===== src/oat_pkg.sv =====
// Shared types and constants for the outstanding ack tracker.
package oat_pkg;

	localparam int TABLE_DEPTH = 64;
	localparam int LANES       = 8;
	localparam int ROWS        = (TABLE_DEPTH + LANES - 1) / LANES;
	localparam int ROW_W       = (ROWS > 1) ? $clog2(ROWS) : 1;
	localparam int LANE_W      = $clog2(LANES);
	localparam int CNT_W       = $clog2(TABLE_DEPTH + 1);

	localparam int NODE_W  = 7;
	localparam int NUM_W   = 32;
	localparam int ENTRY_W = NODE_W + NUM_W;
	localparam int LIMIT_W = 7;
	localparam int PEND_W  = 7;
	localparam int CMP_W   = (CNT_W > LIMIT_W) ? CNT_W : LIMIT_W;

	localparam logic [PEND_W-1:0]  PEND_MAX       = '1;
	localparam logic [LIMIT_W-1:0] LIMIT_RESET    = 7'd64;

	localparam int IN_DATA_W  = 40;
	localparam int IN_USER_W  = 5;
	localparam int OUT_DATA_W = 16;
	localparam int CFG_IDX_W  = 1;

	localparam logic [CFG_IDX_W-1:0] REG_NORMAL_LIMIT   = 1'b0;
	localparam logic [CFG_IDX_W-1:0] REG_NEGATIVE_LIMIT = 1'b1;

	localparam logic CMD_SEND = 1'b0;
	localparam logic CMD_ACK  = 1'b1;

	typedef enum logic [1:0] {
		ST_OK        = 2'd0,
		ST_FULL      = 2'd1,
		ST_NOT_FOUND = 2'd2
	} status_t;

	typedef enum logic [1:0] {
		S_IDLE,
		S_DECIDE,
		S_SCAN,
		S_RESP
	} state_t;

	typedef struct packed {
		logic load_req;
		logic scan_start;
		logic scan_run;
		logic finish;
		logic load_out;
	} ctrl_cmd_t;

	typedef struct packed {
		logic need_scan;
		logic scan_done;
		logic out_free;
	} ctrl_stat_t;

	// Packed with granted in the lowest bit.
	typedef struct packed {
		logic [PEND_W-1:0] pending_count;
		status_t           status;
		logic              ack_matched;
		logic              logged;
		logic              granted;
	} result_t;

endpackage


===== src/oat_ctrl.sv =====
// Sequencer for accept, decision, table scan and result handoff.
module oat_ctrl (
	input  logic              clk,
	input  logic              arst_n,
	input  logic              s_axis_tvalid,
	output logic              s_axis_tready,
	input  oat_pkg::ctrl_stat_t sts,
	output oat_pkg::ctrl_cmd_t  ctl
);

	import oat_pkg::*;

	state_t state_q;
	state_t state_nxt;

	always_ff @(posedge clk or negedge arst_n) begin
		if (!arst_n) begin
			state_q <= S_IDLE;
		end else begin
			state_q <= state_nxt;
		end
	end

	always_comb begin
		state_nxt     = state_q;
		ctl           = '0;
		s_axis_tready = 1'b0;
		case (state_q)
			S_IDLE: begin
				s_axis_tready = 1'b1;
				if (s_axis_tvalid) begin
					ctl.load_req = 1'b1;
					state_nxt    = S_DECIDE;
				end
			end
			S_DECIDE: begin
				if (sts.need_scan) begin
					ctl.scan_start = 1'b1;
					state_nxt      = S_SCAN;
				end else begin
					ctl.finish = 1'b1;
					state_nxt  = S_RESP;
				end
			end
			S_SCAN: begin
				ctl.scan_run = 1'b1;
				if (sts.scan_done) begin
					ctl.finish = 1'b1;
					state_nxt  = S_RESP;
				end
			end
			S_RESP: begin
				if (sts.out_free) begin
					ctl.load_out = 1'b1;
					state_nxt    = S_IDLE;
				end
			end
			default: begin
				state_nxt = S_IDLE;
			end
		endcase
	end

endmodule


===== config.mk =====
export PLATFORM = sky130hd
export DESIGN_NAME = oat_ctrl
export DESIGN_NICKNAME = d
export VERILOG_FILES = /design/src/oat_pkg.sv /design/src/oat_ctrl.sv
export SDC_FILE = /design/constraint.sdc
export NUM_CORES = 1
export LEC_CHECK = 0
export BUFFER_PORTS_ARGS = -buffer_cell sky130_fd_sc_hd__buf_2
export CAP_MARGIN = 40
export CORE_AREA = 4 4 41 43
export DETAILED_ROUTE_END_ITERATION = 6
export DIE_AREA = 0 0 45 47
export PLACE_DENSITY_LB_ADDON = 0.1
export SLEW_MARGIN = 40
export SYNTH_ARGS = -nofsm -noshare
export SYNTH_HDL_FRONTEND = slang
export SYNTH_SLANG_ARGS = --single-unit

===== constraint.sdc =====
create_clock -name clk -period 1.7 [get_ports clk]
set_input_delay 0.17 -clock clk [delete_from_list [all_inputs] [get_ports clk]]
set_output_delay 0.17 -clock clk [all_outputs]
set_load 0.01 [all_outputs]

==> out/qor.csv <==
stage,metric,value,unit
run_status,status,completed,
finish,# diodes,0,
routing,Routed WL,512,um
finish,Top reg by flops,state_q,
finish,layout cell share with drive strength beyond 1,0.474,
place,RD Place Congestion,0.639,
global_route,total track usage,0.0600,
finish,"commonest non-fill, non-tap cell in the layout",buf_2,
place,hpwl dp,430,um
power_and_ir_drop,Leak,0.186,nW
timing,Final Cycle Share,0.911,
critical_path,critical path class,flop to primary output,
timing,RSZ-0062 raised after global routing,false,
critical_path,WP data required,1.53,ns
clocking,Root Driver,clkbuf_4,
finish,Final nets,51,
finish,multi-input logic area,174,um^2
routing,wire per inst,9.66,um
finish,post-route design area,338,um^2
clocking,H-tree Lvls,1,
global_route,initial antenna violation count,0,
yosys,Netlist cell types,14,
timing,setup violators final,0,
finish,max reg flops,2,
finish,most frequent cells in the layout,"11 x buf_2, 5 x ha_1, 3 x nand2b_1, 3 x clkbuf_4",
routing,first-pass detailed-route iteration total,2,
yosys,synthesized net count,34,
critical_path,kind of end point of the critical path,primary output,
routing,Vias/cell,3.85,
yosys,post-synth top area share,0.270,
yosys,Syn Inst Count,23,
clocking,Setup Buffers After CTS,0,
die,die area,0.00212,mm^2
power_and_ir_drop,Sequential Power Share,0.193,
global_route,vias in the first global route,205,
finish,biggest regs,state_q (2),
die,core region area,0.00130,mm^2
timing,final hold vios,0,
yosys,ranking of synthesized cells by area,"ha_1 27%, dfrtp_1 22%, nand2b_1 8.1%",
timing,Hold Slack,0.261,ns
timing,min Tclk post-route,1.55,ns
yosys,number of synthesized register bits,2,
timing,Final Slew Violations,0,
timing,setup TNS,0,ns
critical_path,CP arrival,1.38,ns
finish,Seq. cell area,50.0,um^2
finish,Area growth syn-to-layout,45.9,%
place,area of placed instances,305,um^2
die,Row Count,13,
power_and_ir_drop,Switch Pwr,0.242,mW
yosys,Mapped Area,231,um^2
die,Starting Density,0.178,
global_route,global route total overflow,0,
power_and_ir_drop,Net Sw Frac,0.403,
die,I/O pin cnt,12,
clocking,Clock Tree Buf Depth,2,
place,port bufs,11,
die,Horiz. Die Dim,45,um
global_route,pin count of the biggest net entering global routing,7,
routing,Final ANT Viol Nets,0,
timing,Fmax,646,MHz
routing,drt drc,0,
yosys,"Seq/Total Area, Yosys",0.216,
critical_path,Startpoint Class,flop,
clocking,worst skew pair latency,0.22,ns
power_and_ir_drop,total power,0.601,mW
routing,DR vias,204,
flow_run,max-cap viol count,0,
yosys,Mean Syn Cell Area,10.1,um^2
clocking,"Reg clk slew, reported paths",0.03,ns
timing,final clock skew,0.00306,ns
power_and_ir_drop,peak supply drop,431,uV
power_and_ir_drop,Logic pwr share,0.635,
global_route,first-pass GRT wire length,834,um
timing,worst-margin pin slew,0.205,ns
finish,FILL cells,157,
timing,Slew HR,0.863,
clocking,CTS tree,built,
routing,DRT iter0 DRCs,2,
yosys,Synth area leader,ha_1,
power_and_ir_drop,pwr/cell area,1780,mW/mm^2
clocking,cts bufs inserted,3,
die,Die Y,47,um
yosys,Ys Warns,0,
clocking,Clock Sink Count,2,
power_and_ir_drop,clock share of power,0.171,
power_and_ir_drop,P_int,0.359,mW
min_path,worst min path class,input port to asynchronous set/reset pin,
critical_path,reg2reg path depth,5,
critical_path,Worst Path Max Fanout,6,
## final timing paths
path | start | endpoint | slack [ns]
max reg2reg | state_q[0]$_DFFE_PN0P_ | state_q[1]$_DFFE_PN0P_ | 0.22
max in group asynchronous | arst_n | state_q[0]$_DFFE_PN0P_ | 1.34
min in group clk | s_axis_tvalid | state_q[0]$_DFFE_PN0P_ | 0.49
max | state_q[0]$_DFFE_PN0P_ | ctl[1] | 0.15
min reg2reg | state_q[1]$_DFFE_PN0P_ | state_q[1]$_DFFE_PN0P_ | 0.63
min | arst_n | state_q[1]$_DFFE_PN0P_ | 0.26
## metal layers
metal  track usage  part of all wire  vias to the layer above
li1              -                 -                      106
met1        0.0544              0.40                       91
met2        0.0932              0.49                        7
met3        0.0383              0.11                        0
met4        0.0526                 0                        0
met5             0                 0                        -
## power by group through the flow
stage	clock network (mW)	registers (mW)	logic [mW]
6_report	0.103	0.116	0.382
5_1_grt	0.119	0.123	0.417
3_5_place_dp	0	0.118	0.385
3_3_place_gp	0	0.120	0.381
2_1_floorplan	0	0.107	0.286
4_1_cts	0.111	0.117	0.392
## area by class of cell
type	instances	area share
sequential	2	0.148
inverter	2	0.0222
timing repair buffer	12	0.193
tap	15	0.0556
multi-input combinational	19	0.515
clock buffer	3	0.0667
## per-stage QoR
stage,setup WS [ns],cells,util
global placement,0.189,49,0.235
detailed placement,0.204,49,0.235
finish,0.152,53,0.260
CTS,0.132,53,0.260
floorplan,0.283,23,-
global route,0.0803,53,0.260
## Yosys cell counts (all sizes together)
master	count
ha	5
nand2b	4
and2	3
dfrtp	2
inv	2
a21boi	1
a41oi	1
and3	1
mux2	1
nand2	1
nor2	1
o22a	1
## kinds of logic after synthesis
family	count (synthesis)	synth area share
buf+inv	2	0.0324
fa+ha+maj	5	0.270
mux	1	0.0648
flops	2	0.216
simple gates	10	0.308
compound gates	3	0.108
## repair_timing
action | 4_1_cts | 5_1_grt
hold buffers | 1 | 0
gates resized for setup | 0 | 0
setup endpoints to repair | 0 | 0
hold endpoints to repair | 2 | 0
## worst max-delay path, stage by stage (launching register included)
cell and delay, ns:
dfrtp_1 0.43, inv_1 0.11, ha_1 0.32, a21boi_1 0.15, buf_2 0.14
Note: power is estimated with default switching activity, not from simulation.
